### src/tkm_pkg.sv
`timescale 1ns / 1ps

package tkm_pkg;

   // store geometry
   localparam int MAX_ENTRIES = 16;
   localparam int MIN_ENTRIES = 3;
   localparam int IDX_W       = $clog2(MAX_ENTRIES);
   localparam int CNT_W       = $clog2(MAX_ENTRIES + 1);

   // word field widths
   localparam int VALUE_W = 32;
   localparam int TAG_W   = 32;
   localparam int RANK_W  = 4;
   localparam int COUNT_W = 5;
   localparam int CFG_W   = 5;
   localparam int ENTRY_W = VALUE_W + TAG_W;

   localparam logic [TAG_W-1:0] NO_TAG = '1;

   typedef enum logic [1:0] {
      KIND_ADD   = 2'd0,
      KIND_FILL  = 2'd1,
      KIND_CLEAR = 2'd2,
      KIND_READ  = 2'd3
   } kind_type;

   // effective capacity: raised to the minimum, saturated at the maximum
   function automatic logic [CNT_W-1:0] capacity_of(input logic [CFG_W-1:0] cfg);
      logic [CNT_W-1:0] cap;
      if (int'(cfg) < MIN_ENTRIES) begin
         cap = CNT_W'(MIN_ENTRIES);
      end else if (int'(cfg) > MAX_ENTRIES) begin
         cap = CNT_W'(MAX_ENTRIES);
      end else begin
         cap = CNT_W'(cfg);
      end
      return cap;
   endfunction

endpackage

### src/tkm_ram.sv
`timescale 1ns / 1ps

// simple dual-port RAM, one write and one registered read per cycle
module tkm_ram #(
   parameter int WIDTH = 64,
   parameter int DEPTH = 16
) (
   input  logic                     clock,
   input  logic                     wr_en,
   input  logic [$clog2(DEPTH)-1:0] wr_addr,
   input  logic [WIDTH-1:0]         wr_data,
   input  logic [$clog2(DEPTH)-1:0] rd_addr,
   output logic [WIDTH-1:0]         rd_data
);

   logic [WIDTH-1:0] mem_ff [DEPTH];

   always_ff @(posedge clock) begin
      if (wr_en) begin
         mem_ff[wr_addr] <= wr_data;
      end
      rd_data <= mem_ff[rd_addr];
   end

endmodule

### src/top_k_minimum_tracker.sv
`timescale 1ns / 1ps

// Clear and out-of-range read answer straight from idle; a read goes through ST_RDOUT.
// A full-store add checks the largest entry first (may reject there), then walks one entry per cycle.
// One word at a time, busy high until the result strobe.
// A result shows for exactly one cycle on rsp_valid; the receiver cannot stall it.
// Synchronous active-high reset empties the store and sets capacity to 16; entry RAM is not cleared.
module top_k_minimum_tracker (
   input  logic                                clock,
   input  logic                                reset,
   // request
   input  logic                                start,
   output logic                                busy,
   input  logic [1:0]                          req_kind,
   input  logic signed [tkm_pkg::VALUE_W-1:0]  req_value,
   input  logic [tkm_pkg::TAG_W-1:0]           req_tag,
   input  logic [tkm_pkg::RANK_W-1:0]          req_rank,
   // response
   output logic                                rsp_valid,
   output logic                                rsp_accepted,
   output logic [tkm_pkg::COUNT_W-1:0]         rsp_held_count,
   output logic                                rsp_read_valid,
   output logic signed [tkm_pkg::VALUE_W-1:0]  rsp_read_value,
   output logic [tkm_pkg::TAG_W-1:0]           rsp_read_tag,
   // config
   input  logic                                csr_we,
   input  logic [tkm_pkg::CFG_W-1:0]           csr_wdata
);

   typedef enum logic [2:0] {
      ST_IDLE,
      ST_CHKTOP,
      ST_WALK,
      ST_FILL,
      ST_RDOUT
   } state_type;

   state_type                          state_ff, state_in;
   logic [tkm_pkg::CNT_W-1:0]          idx_ff, idx_in;
   logic [tkm_pkg::CNT_W-1:0]          held_ff, held_in;
   logic [tkm_pkg::CFG_W-1:0]          cfg_ff, cfg_in;
   logic                               full_ff, full_in;
   logic signed [tkm_pkg::VALUE_W-1:0] val_ff, val_in;
   logic [tkm_pkg::TAG_W-1:0]          tag_ff, tag_in;

   logic                               rsp_valid_ff, rsp_valid_in;
   logic                               rsp_acc_ff, rsp_acc_in;
   logic [tkm_pkg::COUNT_W-1:0]        rsp_cnt_ff, rsp_cnt_in;
   logic                               rsp_rdv_ff, rsp_rdv_in;
   logic signed [tkm_pkg::VALUE_W-1:0] rsp_val_ff, rsp_val_in;
   logic [tkm_pkg::TAG_W-1:0]          rsp_tag_ff, rsp_tag_in;

   logic                               ram_we;
   logic [tkm_pkg::IDX_W-1:0]          ram_waddr;
   logic [tkm_pkg::ENTRY_W-1:0]        ram_wdata;
   logic [tkm_pkg::IDX_W-1:0]          ram_raddr;
   logic [tkm_pkg::ENTRY_W-1:0]        ram_rdata;
   logic signed [tkm_pkg::VALUE_W-1:0] rd_val;
   logic [tkm_pkg::TAG_W-1:0]          rd_tag;
   logic [tkm_pkg::CNT_W-1:0]          cap;
   logic [tkm_pkg::CNT_W-1:0]          cap_new;
   logic                               move_up;

   // entry store: value in the upper half, tag in the lower
   tkm_ram #(
      .WIDTH(tkm_pkg::ENTRY_W),
      .DEPTH(tkm_pkg::MAX_ENTRIES)
   ) u_store (
      .clock   (clock),
      .wr_en   (ram_we),
      .wr_addr (ram_waddr),
      .wr_data (ram_wdata),
      .rd_addr (ram_raddr),
      .rd_data (ram_rdata)
   );

   assign rd_val = ram_rdata[tkm_pkg::ENTRY_W-1:tkm_pkg::TAG_W];
   assign rd_tag = ram_rdata[tkm_pkg::TAG_W-1:0];
   assign cap    = tkm_pkg::capacity_of(cfg_ff);

   // read data always belongs to entry idx_ff-1
   assign ram_raddr = idx_in[tkm_pkg::IDX_W-1:0] - tkm_pkg::IDX_W'(1);

   // shift-up test against the entry below the current slot
   assign move_up = (idx_ff != '0) &&
                    (full_ff ? (rd_val > val_ff) : (rd_val >= val_ff));

   always_comb begin
      state_in     = state_ff;
      idx_in       = idx_ff;
      held_in      = held_ff;
      cfg_in       = cfg_ff;
      full_in      = full_ff;
      val_in       = val_ff;
      tag_in       = tag_ff;
      rsp_valid_in = 1'b0;
      rsp_acc_in   = 1'b0;
      rsp_cnt_in   = tkm_pkg::COUNT_W'(held_ff);
      rsp_rdv_in   = 1'b0;
      rsp_val_in   = '0;
      rsp_tag_in   = tkm_pkg::NO_TAG;
      ram_we       = 1'b0;
      ram_waddr    = idx_ff[tkm_pkg::IDX_W-1:0];
      ram_wdata    = {val_ff, tag_ff};
      cap_new      = tkm_pkg::capacity_of(csr_wdata);

      case (state_ff)
         ST_IDLE: begin
            if (start) begin
               val_in = req_value;
               tag_in = req_tag;
               case (tkm_pkg::kind_type'(req_kind))
                  tkm_pkg::KIND_ADD: begin
                     full_in  = (held_ff >= cap);
                     idx_in   = held_ff;
                     state_in = (held_ff >= cap) ? ST_CHKTOP : ST_WALK;
                  end
                  tkm_pkg::KIND_FILL: begin
                     idx_in   = '0;
                     state_in = ST_FILL;
                  end
                  tkm_pkg::KIND_CLEAR: begin
                     held_in      = '0;
                     rsp_valid_in = 1'b1;
                     rsp_cnt_in   = '0;
                  end
                  tkm_pkg::KIND_READ: begin
                     if (32'(req_rank) < 32'(held_ff)) begin
                        idx_in   = tkm_pkg::CNT_W'(req_rank) + tkm_pkg::CNT_W'(1);
                        state_in = ST_RDOUT;
                     end else begin
                        rsp_valid_in = 1'b1;
                     end
                  end
                  default: begin
                     rsp_valid_in = 1'b1;
                  end
               endcase
            end
         end

         // full store: compare against the largest entry
         ST_CHKTOP: begin
            if (val_ff >= rd_val) begin
               rsp_valid_in = 1'b1;
               state_in     = ST_IDLE;
            end else begin
               idx_in   = idx_ff - tkm_pkg::CNT_W'(1);
               state_in = ST_WALK;
            end
         end

         // walk down, moving larger entries (and, when not full, equal ones) up one slot
         ST_WALK: begin
            ram_we = 1'b1;
            if (move_up) begin
               ram_wdata = ram_rdata;
               idx_in    = idx_ff - tkm_pkg::CNT_W'(1);
            end else begin
               if (!full_ff) begin
                  held_in    = held_ff + tkm_pkg::CNT_W'(1);
                  rsp_cnt_in = tkm_pkg::COUNT_W'(held_ff + tkm_pkg::CNT_W'(1));
               end
               rsp_valid_in = 1'b1;
               rsp_acc_in   = 1'b1;
               state_in     = ST_IDLE;
            end
         end

         ST_FILL: begin
            ram_we = 1'b1;
            idx_in = idx_ff + tkm_pkg::CNT_W'(1);
            if (idx_ff == cap - tkm_pkg::CNT_W'(1)) begin
               held_in      = cap;
               rsp_valid_in = 1'b1;
               rsp_acc_in   = 1'b1;
               rsp_cnt_in   = tkm_pkg::COUNT_W'(cap);
               state_in     = ST_IDLE;
            end
         end

         ST_RDOUT: begin
            rsp_valid_in = 1'b1;
            rsp_rdv_in   = 1'b1;
            rsp_val_in   = rd_val;
            rsp_tag_in   = rd_tag;
            state_in     = ST_IDLE;
         end

         default: begin
            state_in = ST_IDLE;
         end
      endcase

      // capacity write only while idle is up to the user, not enforced; trims the largest entries
      if (csr_we) begin
         cfg_in = csr_wdata;
         if (held_ff > cap_new) begin
            held_in = cap_new;
         end
      end
   end

   // state and registered outputs
   always_ff @(posedge clock) begin
      if (reset) begin
         state_ff     <= ST_IDLE;
         held_ff      <= '0;
         cfg_ff       <= tkm_pkg::CFG_W'(16);
         rsp_valid_ff <= 1'b0;
      end else begin
         state_ff     <= state_in;
         held_ff      <= held_in;
         cfg_ff       <= cfg_in;
         rsp_valid_ff <= rsp_valid_in;
      end
      idx_ff     <= idx_in;
      full_ff    <= full_in;
      val_ff     <= val_in;
      tag_ff     <= tag_in;
      rsp_acc_ff <= rsp_acc_in;
      rsp_cnt_ff <= rsp_cnt_in;
      rsp_rdv_ff <= rsp_rdv_in;
      rsp_val_ff <= rsp_val_in;
      rsp_tag_ff <= rsp_tag_in;
   end

   assign busy           = (state_ff != ST_IDLE);
   assign rsp_valid      = rsp_valid_ff;
   assign rsp_accepted   = rsp_acc_ff;
   assign rsp_held_count = rsp_cnt_ff;
   assign rsp_read_valid = rsp_rdv_ff;
   assign rsp_read_value = rsp_val_ff;
   assign rsp_read_tag   = rsp_tag_ff;

endmodule
### config.mk
export PLATFORM = sky130hd
export DESIGN_NAME = top_k_minimum_tracker
export DESIGN_NICKNAME = d
export VERILOG_FILES = /design/src/tkm_pkg.sv /design/src/tkm_ram.sv /design/src/top_k_minimum_tracker.sv
export SDC_FILE = /design/constraint.sdc
export NUM_CORES = 1
export LEC_CHECK = 0
export BUFFER_PORTS_ARGS = -buffer_cell sky130_fd_sc_hd__buf_2
export CAP_MARGIN = 40
export CORE_MARGIN = 5
export CORE_UTILIZATION = 56
export DETAILED_ROUTE_END_ITERATION = 6
export PLACE_DENSITY = 0.73
export SLEW_MARGIN = 0
export SYNTH_ARGS = -nofsm -noshare
export SYNTH_HDL_FRONTEND = slang
export SYNTH_HIERARCHICAL = 1
export SYNTH_SLANG_ARGS = --single-unit
### constraint.sdc
create_clock -name clock -period 5.81 [get_ports clock]
set_input_delay 0 -clock clock [delete_from_list [all_inputs] [get_ports clock]]
set_output_delay 0 -clock clock [all_outputs]
set_load 0.01 [all_outputs]
==> flow_summary.json, run 1 <==
{
  "drt_wl_total_um": 108000,
  "cp.arrival_ns": 5.58,
  "hpwl_um": 56600,
  "drive_above_1_share_pct": 27.5,
  "critPathLaunchType": "flip-flop",
  "place.gp.congestion": 0.869,
  "fmax_mhz": 199,
  "path_depth": 16,
  "netlist_top_cells_count": "edfxtp_1, mux4_2, dfxtp_1",
  "grt_max_degree": 60,
  "drv_cap": 0,
  "dieArea_mm2": 0.0899,
  "clock_sinks": 1243,
  "synth_edf_count": 1090,
  "hp-class": "in -> reg",
  "synthMostInstantiatedCell": "edfxtp_1",
  "track_usage_pct": 23.9,
  "yosys_most_used_dff": "edfxtp_1",
  "core_region_area_mm2": 0.0834,
  "worstSetupPathType": "reg -> reg",
  "status": "finished clean",
  "synth_nets": 2446,
  "worstRegToRegCells": 16,
  "design_area_mm2": 0.0552,
  "die_w_um": 300,
  "crit_path_end_kind": "flip-flop",
  "num_io_pins": 152,
  "ys_seq_area_share_pct": 76.1,
  "cpMaxStageDelayCell": "ha_1",
  "cts_setup_buffers": 0,
  "dp.cells": 3512,
  "grt.overflow.total": 0,
  "critPathLaunch": "val_ff[31]",
  "placed_area_mm2": 0.0498,
  "power_density_mw_per_mm2": 545,
  "final_cells": 3871,
  "syn_inst": 2316,
  "insertion_delay_ns": 0.70,
  "ys_types": 67,
  "cts-root-buf": "clkbuf_16",
  "grt_pass1_vias": 25103,
  "crit_buf_inv": 2,
  "drt-initial-drc-count": 2644,
  "cts_resized": 0,
  "skew_ns": 0.0260,
  "ctsHtreeMaxLevel": 3,
  "tightest_slew_ns": 0.920,
  "syn_area_per_cell_um2": 20.3,
  "seq_area_mm2": 0.0358,
  "utilization_pct": 66.2,
  "multi_input_area_mm2": 0.0107,
  "postCtsHoldBufs": 134,
  "cts_buffers": 117,
  "ant_nets": 0,
  "crit_path_end": "u_store/rd_data[22]",
  "fillers": 5219,
  "hold_viol_final": 0,
  "timing.rr.start": "val_ff[31]",
  "start_util_pct": 56.4,
  "tns_ns": 0,
  "vias": 24188,
  "crit_fanout": 25,
  "setup_violations": 0,
  "netlist_top_cells_area": "edfxtp_1, mux4_2, dfxtp_1, a22oi_1, mux2_2",
  "relSlewSlack_pct": 38.7,
  "die_h_um": 300,
  "drv_slew": 0,
  "drc": 0,
  "ir_drop_v": 0.000816,
  "yosys.area.top_type": "edfxtp_1",
  "fin_nets": 2815,
  "rrSetupSlack_ns": 0.79,
  "vias_per_cell": 6.25,
  "wl_per_cell_um": 27.8,
  "synth_area_mm2": 0.0470,
  "ys_async_sr_fraction_pct": 0,
  "regToRegEndpoint": "u_store/rd_data[22]",
  "synth_top_area_share_pct": 69.6,
  "leakage_nw": 18.6,
  "finalCritPeriodShare_pct": 86.3,
  "critical_path.top_delay_family": "simple AND/OR/NAND/NOR gates",
  "cts_tree": "built",
  "cts.path.max_buffers": 3,
  "min_period_ns": 5.02,
  "portBuffers": 151,
  "cp.required_ns": 6.37,
  "drt_pass1_iterations": 6,
  "syn2layout_area_growth_pct": 17.4,
  "max_stage_delay_ns": 0.57,
  "num_rows": 106,
  "ys_seq_elements": 1243,
  "rsz0062_at_grt": "no",
  "path_cells": "ha_1, nand4_4, nor4_4, nand3_1, a21boi_1, nor2b_1, a211oi_2, nand2_1, mux2_2, nor2_4, ha_1, inv_8, buf_4, mux4_2, a22oi_1, nand2_1",
  "whs_path_depth": 2,
  "antenna_found_initial": 1,
  "yosys_warnings": 6,
  "grt_pass1_wl_um": 161000,
  "path_clk_slew_ns": 0.06
}
[logic make-up (layout without fill, tap and decap cells)]
logic type                 Yosys count  in the layout  share of synthesized area, %
AOI/OAI and AO/OA                  226            226                          3.53
DFF                               1243           1243                          76.1
adders and majority gates           51             51                          1.36
buffers and inverters              159            633                          1.59
xor gates and xnor gates            11             11                         0.205
and+or+nand+nor                    297            297                          3.27
other                                0              1                             0
muxes                              329            329                          14.0
[sequential cells by signal, indices dropped and copies added (netlist names)]
register	count
state_ff	3
rsp_read_value	32
cfg_ff	5
u_store/mem_ff	1024
idx_ff	5
tag_ff	32
rsp_read_valid	1
rsp_held_count	5
rsp_accepted	1
rsp_valid	1
held_ff	5
u_store/rd_data	64
val_ff	32
rsp_read_tag	32
full_ff	1
[metrics by stage]
| step | hold WS [ns] | worst slack, ns | power, mW |
|---|---|---|---|
| after global placement | 0.176 | 0.892 | 21.9 |
| after CTS | 0.000925 | 0.843 | 30.3 |
| after global routing | 0.0155 | 0.431 | 31.5 |
| final | 0.0263 | 0.794 | 30.1 |
| after detailed placement | 0.178 | 0.857 | 22.2 |
| after floorplan | 0.0721 | 1.39 | 18.8 |
[layout by cell type (no fill, tap or decap), types with 11 or more instances in the layout]
cell type      synthesis  routed
nand3_1               18      18
clkbuf_8               0      18
edfxtp_1            1090    1090
clkinv_2               0      18
nor2b_1               13      11
nor3_1                16      12
buf_12                 0      30
o21ai_0               15      15
mux2_2                64      64
inv_1                 54      52
dfxtp_1              153     153
a21oi_1               23      23
nor2_1                46      31
buf_4                  6      35
ha_1                  51      51
bufinv_16              0      17
clkbuf_1              54      31
a22oi_1              129     129
and2_1                34      33
nand2_1               96      96
dlygate4sd3_1          0     134
buf_2                 17     152
nand2b_1              42      42
mux4_2               256     256
nor2_4                 0      15
clkbuf_16              0     117
[how the worst min path moves through the flow]
| stage | startpoint | end | slack (ns) |
|---|---|---|---|
| floorplan | reset | held_ff[0] | 0.07 |
| global placement | req_value[25] | val_ff[25] | 0.18 |
| detailed placement | req_tag[12] | tag_ff[12] | 0.18 |
| CTS | req_value[11] | val_ff[11] | 0.0009 |
| global route | req_tag[20] | tag_ff[20] | 0.02 |
| finish | req_tag[20] | tag_ff[20] | 0.03 |
[routing by layer]
metal  up-vias  part of all wire (%)  wire length [um]  track usage (%)
li1      10201                     -                 -                -
met1     12566                    39             41500             33.6
met2      1266                    50             54200             40.2
met3       155                   9.1              9740             4.30
met4         0                   1.9              2030             5.28
met5         -                     0                 0                0
[where the power goes]
group          internal [mW]  total [mW]  switching, mW
combinational           4.94        11.1           6.19
clock                   4.73        8.00           3.27
sequential              10.7        11.0          0.334
total                   20.3        30.1           9.79
[cell type report]
type                            count  share of cell area [%]
Sequential cell                  1243                    64.8
Clock inverter                     58                    1.52
Timing Repair Buffer              355                    5.55
Inverter                           54                   0.383
Tap cell                         1080                    2.45
Multi-Input combinational cell    914                    19.3
Antenna cell                        1                 0.00453
Clock buffer                      166                    5.96
No activity file was read; power rests on OpenSTA's default activity.
==> run 2: changes to the inputs <==
--- a/config.mk
+++ b/config.mk
@@ -9,3 +9,2 @@
 export CAP_MARGIN = 40
-export CORE_MARGIN = 5
 export CORE_UTILIZATION = 56
@@ -13,2 +12,3 @@
 export PLACE_DENSITY = 0.73
+export REMOVE_ABC_BUFFERS = 1
 export SLEW_MARGIN = 0
==> constraint.sdc (replaced) <==
create_clock -name clock -period 5.81 [get_ports clock]
set_input_delay 1.162 -clock clock [delete_from_list [all_inputs] [get_ports clock]]
set_output_delay 1.162 -clock clock [all_outputs]
set_load 0.01 [all_outputs]
==> flow_summary.json, run 2 (synthesized netlist as in run 1, its figures left out) <==
{
  "critical_path.top_delay_family": "simple AND/OR/NAND/NOR gates",
  "grt.overflow.total": 0,
  "cp.arrival_ns": 6.07,
  "power_mw": 29.8,
  "cts_tree": "built",
  "cpMaxStageDelayCell": "nor4_2",
  "start_util_pct": 56.9,
  "placed_area_mm2": 0.0495,
  "tns_ns": 0,
  "dieArea_mm2": 0.0852,
  "ant_nets": 0,
  "relSlewSlack_pct": 30.8,
  "largest_register": "u_store/mem_ff",
  "vias": 23506,
  "fmax_mhz": 182,
  "path_cells": "inv_1, ha_1, nand4_1, nor4_2, nand3_1, a21boi_1, nor2b_1, a211oi_2, nand2_1, mux2_2, nor2_4, ha_1, inv_8, buf_4, mux4_2, a22oi_1, nand2_1",
  "max_stage_delay_ns": 0.57,
  "grt_max_degree": 120,
  "drt_wl_total_um": 107000,
  "final_common_cell": "edfxtp_1",
  "core_region_area_mm2": 0.0826,
  "fin_nets": 2671,
  "die_w_um": 292,
  "skew_ns": 0.0335,
  "drc": 0,
  "num_io_pins": 152,
  "final_cell_mix": "edfxtp_1, mux4_2, dfxtp_1, buf_2, a22oi_1",
  "design_area_mm2": 0.0536,
  "leakage_nw": 17.9,
  "rsz0062_at_grt": "no",
  "multi_input_area_mm2": 0.0107,
  "drive_above_1_share_pct": 28.4,
  "portBuffers": 151,
  "dp.cells": 3491,
  "syn2layout_area_growth_pct": 13.9,
  "drv_slew": 0,
  "fillers": 5204,
  "cts.path.max_buffers": 3,
  "drv_cap": 0,
  "ir_drop_v": 0.00137,
  "cts-root-buf": "clkbuf_16",
  "power_density_mw_per_mm2": 556,
  "largestRegisters": "u_store/mem_ff: 1024 flops, u_store/rd_data: 64 flops",
  "path_clk_slew_ns": 0.06,
  "status": "finished clean",
  "setup_violations": 0,
  "crit_path_end_kind": "flip-flop",
  "utilization_pct": 64.8,
  "ctsHtreeMaxLevel": 3,
  "hp-class": "reg -> reg",
  "drt-initial-drc-count": 2413,
  "cp.required_ns": 6.39,
  "vias_per_cell": 6.33,
  "cts_setup_buffers": 0,
  "crit_buf_inv": 3,
  "largest_register_ffs": 1024,
  "cts_buffers": 118,
  "min_period_ns": 5.48,
  "final_cells": 3716,
  "cts_resized": 0,
  "wl_per_cell_um": 28.7,
  "postCtsHoldBufs": 0,
  "drt_pass1_iterations": 5,
  "num_rows": 105,
  "hpwl_um": 54600,
  "tightest_slew_ns": 1.04,
  "grt_pass1_vias": 24034,
  "worstSetupPathType": "reg -> reg",
  "place.gp.congestion": 0.865,
  "antenna_found_initial": 3,
  "track_usage_pct": 25.3,
  "crit_fanout": 56,
  "seq_area_mm2": 0.0358,
  "grt_pass1_wl_um": 156000,
  "hold_viol_final": 0,
  "clock_sinks": 1243,
  "critPathLaunchType": "flip-flop",
  "die_h_um": 292,
  "finalCritPeriodShare_pct": 94.4,
  "insertion_delay_ns": 0.70
}
-- run 2: cell count changes in the layout (fill, tap and decap cells not counted), sizes merged --
cell	before	now
dlygate4sd3	134	0
inv	56	58
buf	221	210
clkinv	32	41
clkinvlp	7	9
clkbuf	166	153
-- run 2: layout make-up --
type / count / share of cell area (%)
diodes: 1 / 0.00467
clock buffers: 153 / 5.93
clock inverters: 71 / 1.62
inverters: 54 / 0.397
multi-input cells: 914 / 19.9
flip-flops and latches: 1243 / 66.8
well taps: 1070 / 2.50
repair buffers: 210 / 2.84
-- run 2: final timing paths --
check        slack (ns)           startpoint  cells past startpoint                  to
max                0.33  u_store/rd_data[49]                     17  u_store/rd_data[9]
min                0.43   u_store/rd_data[7]                      1     rsp_read_tag[7]
max reg2reg        0.33  u_store/rd_data[49]                     17  u_store/rd_data[9]
min reg2reg        0.43   u_store/rd_data[7]                      1     rsp_read_tag[7]
-- run 2: layer usage --
layer  track usage (%)  vias to the layer above  share of wire, %  wire length [um]
met4              7.29                        4               2.5              2610
met2              41.0                     1219                49             52300
met3              4.94                      173               9.3              9910
met1              35.2                    12190                39             41800
li1                  -                     9920                 -                 -
met5                 0                        -             0.024                26
-- run 2: per-stage QoR --
stage | hold WS, ns | setup slack [ns]
2_1_floorplan | 0.405 | -23.16
3_3_place_gp | 0.431 | 0.266
3_5_place_dp | 0.424 | 0.162
4_1_cts | 0.439 | 0.135
5_1_grt | 0.452 | 0.0427
6_report | 0.434 | 0.328
-- run 2: power breakdown --
group	internal [mW]	switching, mW
clock network	4.63	3.28
registers	10.7	0.352
logic	4.76	6.13
total	20.0	9.76
